[config.mk]
export PLATFORM = sky130hd
export DESIGN_NAME = seq_reorder_window
export DESIGN_NICKNAME = d
export VERILOG_FILES = /design/src/sro_pkg.sv /design/src/sro_alu.sv /design/src/sro_slots.sv /design/src/sro_outbuf.sv /design/src/seq_reorder_window.sv
export SDC_FILE = /design/constraint.sdc
export NUM_CORES = 2
export LEC_CHECK = 0
export BUFFER_PORTS_ARGS = -buffer_cell sky130_fd_sc_hd__buf_4
export CAP_MARGIN = 20
export CORE_MARGIN = 5
export CORE_UTILIZATION = 60
export DETAILED_ROUTE_END_ITERATION = 12
export PLACE_DENSITY = 0.77
export SYNTH_ARGS = -nofsm -noshare
export SYNTH_HDL_FRONTEND = slang
export SYNTH_SLANG_ARGS = --single-unit
[constraint.sdc]
create_clock -name clk -period 15.1 [get_ports clk]
set_input_delay 1.51 -clock clk [delete_from_list [all_inputs] [get_ports clk]]
set_output_delay 1.51 -clock clk [all_outputs]
set_load 0.02 [all_outputs]
[src/sro_pkg.sv]
// Shared types, constants and helpers for the sequence reorder window.
// Used by every module of the block; depends on nothing.
package sro_pkg;

	localparam int DEPTH    = 16;
	localparam int TAG_BITS = 16;
	localparam int SEQ_W    = 32;
	localparam int TIME_W   = 16;
	localparam int PW       = $clog2(DEPTH);
	localparam int SW       = $clog2(DEPTH + 1);

	localparam logic [2:0] CAUSE_INORDER = 3'd0;
	localparam logic [2:0] CAUSE_OLD     = 3'd1;
	localparam logic [2:0] CAUSE_ADV     = 3'd2;
	localparam logic [2:0] CAUSE_FLUSH   = 3'd3;
	localparam logic [2:0] CAUSE_BYPASS  = 3'd4;

	localparam logic       OP_TICK = 1'b1;
	localparam logic [1:0] CLS_TCP = 2'd1;

	localparam logic [1:0] CFG_UDP_WIN = 2'd0;
	localparam logic [1:0] CFG_TCP_WIN = 2'd1;
	localparam logic [1:0] CFG_UDP_TMO = 2'd2;
	localparam logic [1:0] CFG_TCP_TMO = 2'd3;

	typedef enum logic [3:0] {
		ST_IDLE, ST_DEC, ST_ADV, ST_INS, ST_REL, ST_UPD, ST_FCHK, ST_FLOOP, ST_FEND, ST_FIN
	} state_t;

	typedef struct packed {
		logic                set;
		logic                clr;
		logic                wipe;
		logic                wipe_win;
		logic [PW:0]         idx;
		logic [TAG_BITS-1:0] tag;
	} slot_cmd_t;

	typedef struct packed {
		logic                valid;
		logic [TAG_BITS-1:0] tag;
		logic [SEQ_W-1:0]    seq;
		logic                tcp;
		logic [2:0]          cause;
	} emit_t;

	typedef struct packed {
		logic can;
		logic pend;
	} obuf_stat_t;

	// window size in slots: 2^lg clipped to DEPTH, zero means bypass
	function automatic logic [SW-1:0] win_size(input logic [2:0] lg);
		int s;
		s = 1;
		for (int i = 0; i < 7; i++) begin
			if (i < int'(lg) && s * 2 <= DEPTH) s = s * 2;
		end
		if (lg == 3'd0) s = 0;
		return SW'(s);
	endfunction

endpackage

[src/sro_alu.sv]
// Shared 32-bit adder used by the sequencer for every sequence and time sum.
// Depends on sro_pkg.
module sro_alu (
	input  logic [sro_pkg::SEQ_W-1:0] a,
	input  logic [sro_pkg::SEQ_W-1:0] b,
	input  logic                      cin,
	output logic [sro_pkg::SEQ_W-1:0] sum
);
	assign sum = a + b + {{(sro_pkg::SEQ_W-1){1'b0}}, cin};
endmodule

[src/sro_slots.sv]
// Slot store of both rings: valid flags in flops, tags in a plain array.
// Depends on sro_pkg.
module sro_slots (
	input  logic                         clk,
	input  logic                         arst_n,
	input  sro_pkg::slot_cmd_t           cmd,
	input  logic [sro_pkg::PW:0]         rd_idx,
	output logic                         rd_valid,
	output logic [sro_pkg::TAG_BITS-1:0] rd_tag
);
	logic [2*sro_pkg::DEPTH-1:0] valid_q;
	logic [sro_pkg::TAG_BITS-1:0] tag_q [2*sro_pkg::DEPTH];

	always_ff @(posedge clk or negedge arst_n) begin
		if (!arst_n) begin
			valid_q <= '0;
		end else if (cmd.wipe) begin
			valid_q[cmd.wipe_win*sro_pkg::DEPTH +: sro_pkg::DEPTH] <= '0;
		end else if (cmd.set) begin
			valid_q[cmd.idx] <= 1'b1;
		end else if (cmd.clr) begin
			valid_q[cmd.idx] <= 1'b0;
		end
	end

	always_ff @(posedge clk) begin
		if (cmd.set) tag_q[cmd.idx] <= cmd.tag;
	end

	assign rd_valid = valid_q[rd_idx];
	assign rd_tag   = tag_q[rd_idx];
endmodule

[src/sro_outbuf.sv]
// Result staging: one pending beat held until the next (to set tlast), then
// the output register. Depends on sro_pkg.
module sro_outbuf (
	input  logic                  clk,
	input  logic                  arst_n,
	input  sro_pkg::emit_t        emit,
	input  logic                  fin,
	output sro_pkg::obuf_stat_t   stat,
	output logic                  m_tvalid,
	input  logic                  m_tready,
	output logic [47:0]           m_tdata,  // packet_tag_res[15:0], seq_out[47:16]
	output logic [3:0]            m_tuser,  // from_tcp[0], release_cause[3:1]
	output logic                  m_tlast
);
	logic           pend_q;
	sro_pkg::emit_t pd_q;
	logic           out_q;
	logic           last_q;
	logic [47:0]    data_q;
	logic [3:0]     user_q;
	logic           out_free, can, push, fin_go, load;

	assign out_free = !out_q || m_tready;
	assign can      = !pend_q || out_free;
	assign push     = emit.valid && can;
	assign fin_go   = fin && can;
	assign load     = (push || fin_go) && pend_q;

	always_ff @(posedge clk or negedge arst_n) begin
		if (!arst_n) begin
			pend_q <= 1'b0;
			out_q  <= 1'b0;
		end else begin
			if (load) out_q <= 1'b1;
			else if (m_tready) out_q <= 1'b0;
			if (push) pend_q <= 1'b1;
			else if (fin_go) pend_q <= 1'b0;
		end
	end

	always_ff @(posedge clk) begin
		if (push) pd_q <= emit;
		if (load) begin
			data_q <= {pd_q.seq, pd_q.tag};
			user_q <= {pd_q.cause, pd_q.tcp};
			last_q <= fin_go;
		end
	end

	assign stat.can  = can;
	assign stat.pend = pend_q;
	assign m_tvalid  = out_q;
	assign m_tdata   = data_q;
	assign m_tuser   = user_q;
	assign m_tlast   = last_q;
endmodule

[src/seq_reorder_window.sv]
// Top level of the sequence reorder window: sequencer, window state, config.
// Depends on sro_pkg, sro_alu, sro_slots and sro_outbuf.
//
// Input beats on s_t* carry an insert (a packet tag at a sequence number) or
// a timeout tick. Two rings of up to 16 slots (UDP and TCP) hold packets that
// arrived ahead of the expected number. Released packets leave on m_t* one per
// beat; m_tlast marks the final release of an input beat, and a beat that
// releases nothing produces no output.
// s_tready is high only while the sequencer is idle. A bypass passes decode and
// finish; a too-old packet adds update; an insert adds an advance step per slot
// passed over when it lands far ahead (up to the window size), insert, and a
// release step per in-order packet at the ring start; a tick walks each flushed
// window up to its last held packet. All sequence and time sums go through one
// shared 32-bit adder, one per cycle. A window's size write empties that ring at
// once; writes must land only while idle, which the block does not enforce.
// After reset both rings are empty, disabled (bypass) and timers disarmed. When
// m_tready is low, one finished beat waits in the output register and one more
// in the pending stage; the sequencer then stalls until space frees.
module seq_reorder_window (
	input  logic        clk,
	input  logic        arst_n,
	input  logic        s_tvalid,
	output logic        s_tready,
	input  logic [63:0] s_tdata,   // seq_num[31:0], packet_tag[47:32], now_ms[63:48]
	input  logic [2:0]  s_tuser,   // operation[0], flow_class[2:1]
	output logic        m_tvalid,
	input  logic        m_tready,
	output logic [47:0] m_tdata,   // packet_tag_res[15:0], seq_out[47:16]
	output logic [3:0]  m_tuser,   // from_tcp[0], release_cause[3:1]
	output logic        m_tlast,
	input  logic        cfg_we,
	input  logic [1:0]  cfg_idx,
	input  logic [15:0] cfg_data
);
	localparam int PW = sro_pkg::PW;
	localparam int SW = sro_pkg::SW;

	sro_pkg::state_t state_q, state_d;

	logic [2:0]                     lg_q   [2];
	logic [sro_pkg::TIME_W-1:0]     tmo_q  [2];
	logic [sro_pkg::SEQ_W-1:0]      exp_q  [2];
	logic [PW-1:0]                  ws_q   [2];
	logic [SW-1:0]                  held_q [2];
	logic                           armed_q[2];
	logic [sro_pkg::TIME_W-1:0]     stamp_q[2];

	logic                           op_q;
	logic [1:0]                     cls_q;
	logic [sro_pkg::SEQ_W-1:0]      seq_q;
	logic [sro_pkg::TAG_BITS-1:0]   tag_q;
	logic [sro_pkg::TIME_W-1:0]     now_q;
	logic                           w_q;
	logic                           cap_q;
	logic                           was_empty_q;
	logic                           rel_q;
	logic [SW-1:0]                  cnt_q;
	logic [sro_pkg::SEQ_W-1:0]      adv_seq_q;
	logic [sro_pkg::SEQ_W-1:0]      last_seq_q;

	logic [sro_pkg::SEQ_W-1:0]      alu_a, alu_b, sum;
	logic                           alu_cin;
	sro_pkg::slot_cmd_t             cmd;
	sro_pkg::emit_t                 emit;
	sro_pkg::obuf_stat_t            stat;
	logic                           fin, go;
	logic [PW-1:0]                  rd_pos;
	logic                           rd_valid;
	logic [sro_pkg::TAG_BITS-1:0]   rd_tag;

	logic [SW-1:0]                  sz;
	logic [PW-1:0]                  msk, ws, pos_ins, pos_fl, ws_inc;
	logic                           bypass, far, cap, fire, fl_done, cfg_wipe;
	logic [SW:0]                    steps_w;
	logic [SW-1:0]                  steps, k_inc;

	sro_alu u_alu (.a(alu_a), .b(alu_b), .cin(alu_cin), .sum(sum));

	sro_slots u_slots (
		.clk(clk), .arst_n(arst_n), .cmd(cmd),
		.rd_idx({w_q, rd_pos}), .rd_valid(rd_valid), .rd_tag(rd_tag)
	);

	sro_outbuf u_obuf (
		.clk(clk), .arst_n(arst_n), .emit(emit), .fin(fin), .stat(stat),
		.m_tvalid(m_tvalid), .m_tready(m_tready), .m_tdata(m_tdata),
		.m_tuser(m_tuser), .m_tlast(m_tlast)
	);

	assign s_tready = (state_q == sro_pkg::ST_IDLE);
	assign cfg_wipe = cfg_we && (cfg_idx == sro_pkg::CFG_UDP_WIN ||
	                             cfg_idx == sro_pkg::CFG_TCP_WIN);

	assign sz      = sro_pkg::win_size(lg_q[w_q]);
	assign msk     = PW'(sz - SW'(1));
	assign ws      = ws_q[w_q];
	assign ws_inc  = (ws + PW'(1)) & msk;
	assign pos_ins = (ws + sum[PW-1:0]) & msk;
	assign pos_fl  = (ws + cnt_q[PW-1:0]) & msk;
	assign k_inc   = cnt_q + SW'(1);
	assign bypass  = cls_q[1] || sz == '0;
	// sum holds the distance in the decode state
	assign far     = (|sum[sro_pkg::SEQ_W-1:SW]) || sum[SW-1:0] >= sz;
	assign cap     = (|sum[sro_pkg::SEQ_W-1:SW+1]) || sum[SW:0] >= {sz, 1'b0};
	assign steps_w = sum[SW:0] - {1'b0, sz} + (SW+1)'(1);
	assign steps   = cap ? sz : steps_w[SW-1:0];
	assign fire    = held_q[w_q] != '0 && tmo_q[w_q] != '0 &&
	                 (!armed_q[w_q] || sum[sro_pkg::TIME_W-1:0] >= tmo_q[w_q]);
	assign fl_done = k_inc == sz || (rd_valid && held_q[w_q] == SW'(1));

	// datapath control
	always_comb begin
		alu_a   = '0;
		alu_b   = '0;
		alu_cin = 1'b0;
		rd_pos  = ws;
		fin     = 1'b0;
		emit    = '0;
		emit.tag = rd_tag;
		emit.tcp = w_q;
		cmd     = '0;
		cmd.tag = tag_q;
		cmd.idx = {w_q, ws};
		case (state_q)
			sro_pkg::ST_DEC, sro_pkg::ST_INS: begin
				alu_a   = seq_q;
				alu_b   = ~exp_q[w_q];
				alu_cin = 1'b1;
				if (state_q == sro_pkg::ST_DEC) begin
					emit.tag = tag_q;
					emit.seq = seq_q;
					if (op_q == sro_pkg::OP_TICK) begin
						emit.valid = 1'b0;
					end else if (bypass) begin
						emit.valid = 1'b1;
						emit.tcp   = (cls_q == sro_pkg::CLS_TCP);
						emit.cause = sro_pkg::CAUSE_BYPASS;
					end else if (sum[sro_pkg::SEQ_W-1]) begin
						emit.valid = 1'b1;
						emit.cause = sro_pkg::CAUSE_OLD;
					end
				end else begin
					rd_pos  = pos_ins;
					cmd.idx = {w_q, pos_ins};
					cmd.set = 1'b1;
				end
			end
			sro_pkg::ST_ADV: begin
				alu_a      = adv_seq_q;
				alu_cin    = 1'b1;
				emit.valid = rd_valid;
				emit.seq   = adv_seq_q;
				emit.cause = sro_pkg::CAUSE_ADV;
				cmd.clr    = rd_valid;
			end
			sro_pkg::ST_REL: begin
				alu_a      = exp_q[w_q];
				alu_cin    = 1'b1;
				emit.valid = rd_valid;
				emit.seq   = exp_q[w_q];
				emit.cause = sro_pkg::CAUSE_INORDER;
				cmd.clr    = rd_valid;
			end
			sro_pkg::ST_FCHK: begin
				alu_a   = {{(sro_pkg::SEQ_W-sro_pkg::TIME_W){1'b0}}, now_q};
				alu_b   = {{(sro_pkg::SEQ_W-sro_pkg::TIME_W){1'b0}}, ~stamp_q[w_q]};
				alu_cin = 1'b1;
			end
			sro_pkg::ST_FLOOP: begin
				alu_a      = exp_q[w_q];
				alu_b      = {{(sro_pkg::SEQ_W-SW){1'b0}}, cnt_q};
				rd_pos     = pos_fl;
				cmd.idx    = {w_q, pos_fl};
				emit.valid = rd_valid;
				emit.seq   = sum;
				emit.cause = sro_pkg::CAUSE_FLUSH;
				cmd.clr    = rd_valid;
			end
			sro_pkg::ST_FEND: begin
				alu_a        = last_seq_q;
				alu_cin      = 1'b1;
				cmd.wipe     = 1'b1;
				cmd.wipe_win = w_q;
			end
			sro_pkg::ST_FIN: fin = 1'b1;
			default: ;
		endcase
		if (cfg_wipe) begin
			cmd.wipe     = 1'b1;
			cmd.wipe_win = cfg_idx[0];
		end
		// hold while a result cannot be taken
		go = (emit.valid || fin) ? stat.can : 1'b1;
		if (!go) begin
			cmd.set = 1'b0;
			cmd.clr = 1'b0;
		end
	end

	// next state
	always_comb begin
		state_d = state_q;
		case (state_q)
			sro_pkg::ST_IDLE: if (s_tvalid) state_d = sro_pkg::ST_DEC;
			sro_pkg::ST_DEC: begin
				if (op_q == sro_pkg::OP_TICK) state_d = sro_pkg::ST_FCHK;
				else if (bypass) state_d = sro_pkg::ST_FIN;
				else if (sum[sro_pkg::SEQ_W-1]) state_d = sro_pkg::ST_UPD;
				else if (far) state_d = sro_pkg::ST_ADV;
				else state_d = sro_pkg::ST_INS;
			end
			sro_pkg::ST_ADV: if (cnt_q == SW'(1)) state_d = sro_pkg::ST_INS;
			sro_pkg::ST_INS: state_d = sro_pkg::ST_REL;
			sro_pkg::ST_REL: if (!rd_valid) state_d = sro_pkg::ST_UPD;
			sro_pkg::ST_UPD: state_d = sro_pkg::ST_FIN;
			sro_pkg::ST_FCHK: begin
				if (fire) state_d = sro_pkg::ST_FLOOP;
				else if (w_q) state_d = sro_pkg::ST_FIN;
			end
			sro_pkg::ST_FLOOP: if (fl_done) state_d = sro_pkg::ST_FEND;
			sro_pkg::ST_FEND: state_d = w_q ? sro_pkg::ST_FIN : sro_pkg::ST_FCHK;
			sro_pkg::ST_FIN: state_d = sro_pkg::ST_IDLE;
			default: state_d = sro_pkg::ST_IDLE;
		endcase
		if (!go) state_d = state_q;
	end

	always_ff @(posedge clk or negedge arst_n) begin
		if (!arst_n) begin
			state_q <= sro_pkg::ST_IDLE;
			for (int i = 0; i < 2; i++) begin
				lg_q[i]    <= '0;
				tmo_q[i]   <= '0;
				exp_q[i]   <= '0;
				ws_q[i]    <= '0;
				held_q[i]  <= '0;
				armed_q[i] <= 1'b0;
				stamp_q[i] <= '0;
			end
		end else begin
			state_q <= state_d;
			if (cfg_we) begin
				case (cfg_idx)
					sro_pkg::CFG_UDP_WIN, sro_pkg::CFG_TCP_WIN: begin
						lg_q[cfg_idx[0]]    <= cfg_data[2:0];
						exp_q[cfg_idx[0]]   <= '0;
						ws_q[cfg_idx[0]]    <= '0;
						held_q[cfg_idx[0]]  <= '0;
						armed_q[cfg_idx[0]] <= 1'b0;
						stamp_q[cfg_idx[0]] <= '0;
					end
					sro_pkg::CFG_UDP_TMO: tmo_q[0] <= cfg_data;
					sro_pkg::CFG_TCP_TMO: tmo_q[1] <= cfg_data;
					default: ;
				endcase
			end
			if (go) begin
				case (state_q)
					sro_pkg::ST_ADV: begin
						if (rd_valid) held_q[w_q] <= held_q[w_q] - SW'(1);
						ws_q[w_q] <= ws_inc;
						if (cnt_q == SW'(1)) exp_q[w_q] <= cap_q ? seq_q : sum;
					end
					sro_pkg::ST_INS: if (!rd_valid) held_q[w_q] <= held_q[w_q] + SW'(1);
					sro_pkg::ST_REL: begin
						if (rd_valid) begin
							held_q[w_q] <= held_q[w_q] - SW'(1);
							ws_q[w_q]   <= ws_inc;
							exp_q[w_q]  <= sum;
						end
					end
					sro_pkg::ST_UPD: begin
						if (held_q[w_q] == '0) begin
							armed_q[w_q] <= 1'b0;
						end else if (rel_q || was_empty_q) begin
							armed_q[w_q] <= 1'b1;
							stamp_q[w_q] <= now_q;
						end
					end
					sro_pkg::ST_FLOOP: if (rd_valid) held_q[w_q] <= held_q[w_q] - SW'(1);
					sro_pkg::ST_FEND: begin
						exp_q[w_q]   <= sum;
						ws_q[w_q]    <= '0;
						held_q[w_q]  <= '0;
						armed_q[w_q] <= 1'b0;
					end
					default: ;
				endcase
			end
		end
	end

	// item and walk registers
	always_ff @(posedge clk) begin
		if (state_q == sro_pkg::ST_IDLE && s_tvalid) begin
			op_q  <= s_tuser[0];
			cls_q <= s_tuser[2:1];
			w_q   <= s_tuser[1];
			seq_q <= s_tdata[31:0];
			tag_q <= s_tdata[32 +: sro_pkg::TAG_BITS];
			now_q <= s_tdata[63:48];
		end
		if (go) begin
			case (state_q)
				sro_pkg::ST_DEC: begin
					if (op_q == sro_pkg::OP_TICK) w_q <= 1'b0;
					was_empty_q <= held_q[w_q] == '0;
					rel_q       <= 1'b0;
					cap_q       <= cap;
					cnt_q       <= steps;
					adv_seq_q   <= exp_q[w_q];
				end
				sro_pkg::ST_ADV: begin
					adv_seq_q <= sum;
					cnt_q     <= cnt_q - SW'(1);
					if (rd_valid) rel_q <= 1'b1;
				end
				sro_pkg::ST_REL: if (rd_valid) rel_q <= 1'b1;
				sro_pkg::ST_FCHK: begin
					cnt_q <= '0;
					if (!fire) w_q <= 1'b1;
				end
				sro_pkg::ST_FLOOP: begin
					cnt_q <= k_inc;
					if (rd_valid) last_seq_q <= sum;
				end
				sro_pkg::ST_FEND: w_q <= 1'b1;
				default: ;
			endcase
		end
	end

	// nothing may be left pending once the sequencer is back to idle
	a_idle_no_pend: assert property (@(posedge clk) disable iff (!arst_n)
		state_q == sro_pkg::ST_IDLE |-> !stat.pend)
		else $error("pending result left behind at idle");

	a_held_bound: assert property (@(posedge clk) disable iff (!arst_n)
		held_q[0] <= SW'(sro_pkg::DEPTH) && held_q[1] <= SW'(sro_pkg::DEPTH))
		else $error("held count beyond ring depth");

	// a beat with tlast is only produced by the final step of an item
	a_last_from_fin: assert property (@(posedge clk) disable iff (!arst_n)
		$rose(m_tvalid) && m_tlast |-> $past(state_q) == sro_pkg::ST_FIN)
		else $error("tlast raised outside the finish step");

endmodule
# Word-level counts from Yosys, hierarchy flattened
# Memory sizes are Yosys's and may differ from the RTL's.
# Index checks and enable logic that the tools add are counted.
# Widths: inputs -> output; s select.
word_totals:
  ram_bits: 512
  output_inout_bits: 55
  reg_bits: 437
  n_memories: 1
op_classes:
  n_reduce_logical: 61
  magnitude_cmp: 23
  muxes: 152
  shift: 2
  bitwise_logic: 27
  eq_ne: 22
  addsub: 13
mem_list:
  columns: ["memory", "words", "word_bits", "read_ports", "rd_ports_with_merged_regs", "wr", "line_no", "source"]
  rows:
  - ["u_slots.tag_q", 32, 16, 1, 0, 1, "sro_slots.sv:12", "logic [sro_pkg::TAG_BITS-1:0] tag_q [2*sro_pkg::DEPTH];"]
ops:
  columns: ["op", "count"]
  rows:
  - ["$mux 32", 15]
  - ["$mux 64", 5]
  - ["$pmux 64 s3", 1]
  - ["$le 32x6->1 const B", 5]
  - ["$pmux 32 s5", 1]
  - ["$mux 16", 9]
  - ["$bwmux 64", 2]
  - ["$pmux 32 s4", 1]
  - ["$not 32->32", 3]
  - ["$pmux 32 s3", 1]
  - ["$mux 4", 18]
  - ["$and 32x32->32", 2]
  - ["$and 64x64->64", 1]
  - ["$bwmux 32", 2]
  - ["$demux 32 s1", 2]
  - ["$not 64->64", 1]
  - ["$pmux 32 s2", 1]
  - ["$mux 53", 1]
  - ["$mux 10", 5]
  - ["$mux 5", 9]
  - ["$pmux 4 s9", 1]
  - ["$neg 5->34", 1]
  - ["$shift 16x34->32 const A", 1]
  - ["$shiftx 16x34->32 const A", 1]
  - ["85 further kinds", 211]

# Logic depth before layout (Yosys ltp)
depth:
  ltp_word: 38
  ltp_mapped: 28

# By module
# A second synthesis with hierarchy kept.
unflattened:
  cells_unflattened: 3300
  area_unflattened_um2: 43659.4
modules_own_cells:
  columns: ["mod", "seq_area_each_um2", "instances", "area_each_um2", "cells_per_inst"]
  rows:
  - ["sro_slots", 16175.5, 1, 21889.7, 1327]
  - ["seq_reorder_window", 8147.8, 1, 16485.8, 1575]
  - ["sro_outbuf", 3203.1, 1, 3280.6, 118]
  - ["sro_alu", 0.0, 1, 2003.2, 280]

# Least setup slack after synthesis
# OpenSTA, ideal clock, no wires.
synth_path:
  kind: "register -> register"
  start: "reg w_q"
  end: "reg last_seq_q[0] in the netlist's numbering (enable)"
  required_ns: 14.639
  synth_period_minus_slack_ns: 10.113
  t_arrival_ns: 9.652
  setup_ns: 0.461
  slack_ns: 4.987
  path_stages_with_launch: 27
  path_cell_list: "dfxtp_1 clkbuf_1 buf_1 buf_2 buf_1 clkbuf_1 buf_1 mux2_2 a222oi_1 inv_1 a221oi_1 fa_1 inv_1 fa_1 inv_1 fa_1 nor2b_1 o32ai_2 mux4_2 and3_1 or4_1 mux2_2 nand2_4 a31oi_2 clkbuf_1 clkbuf_1 nor3_1"
synth_rtl:
  columns: ["item", "line_no", "source"]
  rows:
  - ["start: declaration", "seq_reorder_window.sv:53", "logic w_q;"]
  - ["start signal: assignment", "seq_reorder_window.sv:298", "w_q <= s_tuser[1];"]
  - ["$not 1->2 (not written as such) (*)", null, null]
  - ["$mux 16 (not written as such) / $mux 32 (equally long branches) (3 in series)", null, null]
  - ["$not 16->16 / $not 32->32 (equally long branches)", "seq_reorder_window.sv:166, seq_reorder_window.sv:127", null]
  - ["$pmux 32 s3", "seq_reorder_window.sv:124", "case (state_q)"]
  - ["$add 32x32->32 (*)", "sro_alu.sv:9", "assign sum = a + b + {{(sro_pkg::SEQ_W-1){1'b0}}, cin};"]
  - ["$add 32x1->32 (*)", "sro_alu.sv:9", null]
  - ["named net sum (one bit)", "seq_reorder_window.sv:61", "logic [sro_pkg::SEQ_W-1:0] alu_a, alu_b, sum;"]
  - ["$add 4x4->4 (*)", "seq_reorder_window.sv:98", "assign pos_ins = (ws + sum[PW-1:0]) & msk;"]
  - ["$and 4x4->4 (*)", "seq_reorder_window.sv:98", null]
  - ["$mux 4 (*)", "seq_reorder_window.sv:129", "if (state_q == sro_pkg::ST_DEC) begin"]
  - ["$pmux 4 s2 (*)", "seq_reorder_window.sv:124", null]
  - ["$bmux 1 s5 (*)", "sro_slots.sv:30", "assign rd_valid = valid_q[rd_idx];"]
  - ["$mux 1 (not written as such) (*)", "sro_slots.sv:30", null]
  - ["$pmux 1 s2", "seq_reorder_window.sv:124", null]
  - ["$logic_or 1x1->1", "seq_reorder_window.sv:193", "go = (emit.valid || fin) ? stat.can : 1'b1;"]
  - ["$mux 1", "seq_reorder_window.sv:193", null]
  - ["$reduce_and 3->1 (no line) (*)", null, null]
  - ["end signal: assignment", "seq_reorder_window.sv:325", "if (rd_valid) last_seq_q <= sum;"]
  - ["end: declaration", "seq_reorder_window.sv:59", "logic [sro_pkg::SEQ_W-1:0] last_seq_q;"]
# The timed path passes the listed nets; every way through them passes the cells marked *. The select of a mux whose other input is x is not followed.
# A chain may end at the register's enable or synchronous reset.

# Final worst setup path
layout_path:
  start: "reg state_q[3]"
  end: "reg adv_seq_q[23] in the netlist's numbering (enable)"
layout_between:
  elab_chain_len: 15
layout_lines:
  columns: ["item", "line_no", "source"]
  rows:
  - ["start: declaration", "seq_reorder_window.sv:38", "sro_pkg::state_t state_q, state_d;"]
  - ["start signal: assignment", "seq_reorder_window.sv:230", "state_q <= sro_pkg::ST_IDLE;"]
  - ["start signal: assignment", "seq_reorder_window.sv:241", "state_q <= state_d;"]
  - ["$eq 4x3->1 (tied with other cells)", "seq_reorder_window.sv:124", null]
  - ["$reduce_or 2->1 (on tied branches)", null, null]
  - ["$pmux 32 s5 / $pmux 32 s3 (equally long branches)", "seq_reorder_window.sv:124", null]
  - ["$add 32x32->32", "sro_alu.sv:9", null]
  - ["$add 32x1->32 (*)", "sro_alu.sv:9", null]
  - ["named net sum (one bit)", "seq_reorder_window.sv:61", null]
  - ["$add 4x4->4 (*)", "seq_reorder_window.sv:98", null]
  - ["$and 4x4->4 (*)", "seq_reorder_window.sv:98", null]
  - ["$mux 4 (*)", "seq_reorder_window.sv:129", null]
  - ["$pmux 4 s2 (*)", "seq_reorder_window.sv:124", null]
  - ["$bmux 1 s5 (*)", "sro_slots.sv:30", null]
  - ["$mux 1 (not written as such) (*)", "sro_slots.sv:30", null]
  - ["$pmux 1 s2 (*)", "seq_reorder_window.sv:124", null]
  - ["$logic_or 1x1->1 (*)", "seq_reorder_window.sv:193", null]
  - ["$mux 1 (*)", "seq_reorder_window.sv:193", null]
  - ["$reduce_and 2->1 (no line) (*)", null, null]
  - ["end signal: assignment", "seq_reorder_window.sv:311", "adv_seq_q <= exp_q[w_q];"]
  - ["end signal: assignment", "seq_reorder_window.sv:314", "adv_seq_q <= sum;"]
  - ["end: declaration", "seq_reorder_window.sv:58", "logic [sro_pkg::SEQ_W-1:0] adv_seq_q;"]
# Marks and branches as above.

==> flow_summary.ini <==
[synth]
synth_ff_type = edfxtp_1
synth_edf_count = 756
ys_seq_elements = 949
syn-cell-area_um2 = 44930
yosys.area.top_type = edfxtp_1
synth_cell_types = 86
syn_avg_cell_area_um2 = 11.72
synthTopCellsByArea = edfxtp_1 (51%), dfrtp_1 (11%), nand2_1 (5.9%)
synth-seq-area-share = 0.6126
synth_top_area_frac = 0.5052
syn_inst = 3833
synth_async_sr_flop_share = 0.2023
yosys_warnings = 0

[detailed_routing]
drt_iter0_markers = 4641
drt-pass1-iter-count = 9
via_count = 34030
totalWireLength_um = 131000
routed_via_density = 6.855
wl_per_cell_um = 26.38
ant_nets = 0
route.detailed.drc = 0

[timing]
fmax_mhz = 120.6
final.setup.tns_ns = 0
worst_slew_pin_slew_ns = 1.205
final_max_slew_viol_count = 0
period_needed_ns = 8.295
fin_worst_skew_ns = 0.06882
hold_viol = 0
setup_violations = 0
period_share = 0.5493
worst_slack_ns = 6.805
maxSlewHeadroom = 0.1854
rsz0062_at_grt = no

[power]
ir_drop_v = 0.0001615
p_sw_frac = 0.4181
pwr-share-clk = 0.225
leakagePower_nw = 18.92
p_per_area_nw_per_um2 = 210.1
seqPwrFrac = 0.329
p_int_mw = 6.172
p_sw_mw = 4.434
combPwrFrac = 0.446

[grt]
grt_max_degree = 177
grt-ovfl-total = 0
antenna_found_initial = 4
track_usage = 0.3140
grt_pass1_wl_um = 197200
grt_pass1_vias = 32720

[critical_path]
worstPathRequired_ns = 15.42
crit_path_start = state_q[3]
crit_path_start_kind = flip-flop
worstSetupPathType = reg -> reg
path_max_fanout = 31
reg2reg_from = state_q[3]
critPathCaptureType = flip-flop
critPathArrivalTime_ns = 8.62

[cts]
clkTransAtPathRegs_ns = 0.06
cts.sinks = 949
clockRootBuffer = clkbuf_16
cts_tree = done
postCtsSetupBuffers = 0
htreeDepth = 3
post_cts_resized = 0
numCtsBuffers = 97
ctsHoldBuffers = 0
clockBufferDepth = 3
worstSkewPairLatency_ns = 0.70

[floorplanning]
die_h_um = 283.7
num_io_pins = 145
dieArea_um2 = 80460
die_x_um = 283.7
initial_core_util = 0.6046
coreArea_um2 = 74320
rows = 100

[place]
routabilityCongestion = 0.9358
dp_hpwl_um = 79820
portBuffers = 144
pre_cts_ws_ns = 6.923

[layout]
insertedDiodeCount = 0
nets = 4084
n_fill_cell = 5300
drive_above_1_share = 0.1432
fin_util = 0.6794
syn2layout_area_growth_pct = 12.38

[run]
drv_cap = 0

[hold_path]
hold_path.class = reg -> reg
holdCritStartpoint = u_obuf.pd_q[9]

[outcome]
outcome = complete, no violations
per-layer routing:
layer | vias to the layer above | GRT usage | wire length (um)
li1 | 14720 | - | -
met2 | 2307 | 0.5106 | 62340
met5 | - | 0 | 47
met4 | 6 | 0.1514 | 7450
met1 | 16560 | 0.4115 | 47650
met3 | 429 | 0.05984 | 13470
Yosys cell counts (36+ instances only):
| cell | number |
|---|---|
| nor2_1 | 196 |
| mux2i_1 | 71 |
| buf_1 | 36 |
| inv_1 | 56 |
| nand2_1 | 711 |
| a31oi_1 | 44 |
| a222oi_1 | 58 |
| dfrtp_1 | 192 |
| o21ai_0 | 220 |
| edfxtp_1 | 756 |
| ha_1 | 74 |
| clkbuf_1 | 230 |
| a311oi_1 | 41 |
| nor3_1 | 41 |
| o22ai_1 | 81 |
| and3_1 | 65 |
| mux2_2 | 85 |
| mux4_2 | 51 |
| a21oi_1 | 113 |
| nand3_1 | 235 |
| a22oi_1 | 78 |
metrics by stage:
stage          cells  area, um^2  hold slack, ns  total power [mW]
2_1_floorplan   3834       44940          0.4003             6.629
3_3_place_gp    4768       47130          0.4018             8.007
3_5_place_dp    4771       47160          0.4045             8.101
4_1_cts         4951       50310          0.3621             10.49
5_1_grt         4964       50500          0.3724             11.11
6_report        4964       50500          0.3665             10.61
state kept, by name, summed over array words and instances (netlist names), 16 cells and up:
register and cells:
u_slots.tag_q 512, exp_q 64, u_obuf.pd_q 52, u_obuf.m_tdata 48
adv_seq_q 32, last_seq_q 32, seq_q 32, stamp_q 32
tmo_q 32, u_slots.valid_q 32, now_q 16, tag_q 16
worst max-delay path, stage by stage, from the launching register on:
cell and delay, ns:
dfrtp_1 0.67, clkinv_1 0.39, nand2_1 0.33, nor2_1 0.09
buf_4 0.24, a222oi_1 0.37, inv_1 0.08, a221oi_1 0.33
fa_1 0.27, inv_1 0.06, fa_1 0.73, inv_1 0.18
fa_1 0.48, nor2b_1 0.17, o32ai_4 0.54, mux4_2 0.40
and3_1 0.19, or4_1 0.55, mux2_2 0.42, nand2_4 0.17
a31oi_4 0.09, buf_4 0.28, a21oi_4 0.45, buf_4 0.43
layout by cell type (no fill, tap or decap), types with 18 or more instances in the layout:
master / instances
nand2_1: 710
ha_1: 74
a21o_1: 19
edfxtp_1: 756
clkbuf_1: 26
a222oi_1: 58
inv_1: 55
nor2_1: 192
nand3_1: 235
and3_1: 65
mux2i_1: 70
nor3_1: 33
a22oi_1: 77
a21oi_1: 110
mux2_2: 85
o211ai_1: 32
o22ai_1: 81
a311oi_1: 41
clkbuf_16: 97
a2111oi_0: 23
mux4_2: 51
a31oi_1: 44
dfrtp_1: 192
o21ai_0: 220
nand4_1: 22
clkinv_2: 18
xnor2_1: 30
a32o_1: 18
buf_4: 237
cell families after synthesis:
kind of cell,count (synthesis),share of synthesized area
XOR/XNOR,45,0.009078
multiplexers,211,0.06402
buffers and inverters,330,0.02790
other,1,0.00008346
AO/OA/AOI/OAI,852,0.1295
adder cells (fa/ha/maj),80,0.02328
AND/OR/NAND/NOR,1365,0.1336
flip-flops,949,0.6126
final cells by class:
type | count | area (um^2) | area share
Sequential cell | 949 | 27530 | 0.5452
Tap cell | 969 | 1212 | 0.02401
Clock inverter | 53 | 569.3 | 0.01127
Timing Repair Buffer | 254 | 2046 | 0.04051
Multi-Input combinational cell | 2555 | 16340 | 0.3237
Clock buffer | 127 | 2580 | 0.05109
Inverter | 57 | 214.0 | 0.004237
power by group through the flow:
| stage | Combinational [mW] | Sequential [mW] | Clock, mW |
|---|---|---|---|
| after global routing | 5.07 | 3.51 | 2.53 |
| after global placement | 4.47 | 3.54 | 0 |
| final | 4.73 | 3.49 | 2.39 |
| after floorplan | 3.14 | 3.49 | 0 |
| after CTS | 4.59 | 3.49 | 2.41 |
| after detailed placement | 4.56 | 3.55 | 0 |
final timing paths:
| check | depth (start not counted) | to | slack, ns |
|---|---|---|---|
| max | 23 | adv_seq_q[23] | 6.81 |
| min | 0 | u_obuf.m_tdata[21] | 0.37 |
| max reg2reg | 23 | adv_seq_q[23] | 6.81 |
| min reg2reg | 0 | u_obuf.m_tdata[21] | 0.37 |
| max in group asynchronous | 2 | u_slots.valid_q[30] | 12.90 |
| min in group asynchronous | 1 | stamp_q[23] | 0.86 |
Power figures use the tool's default switching activity.
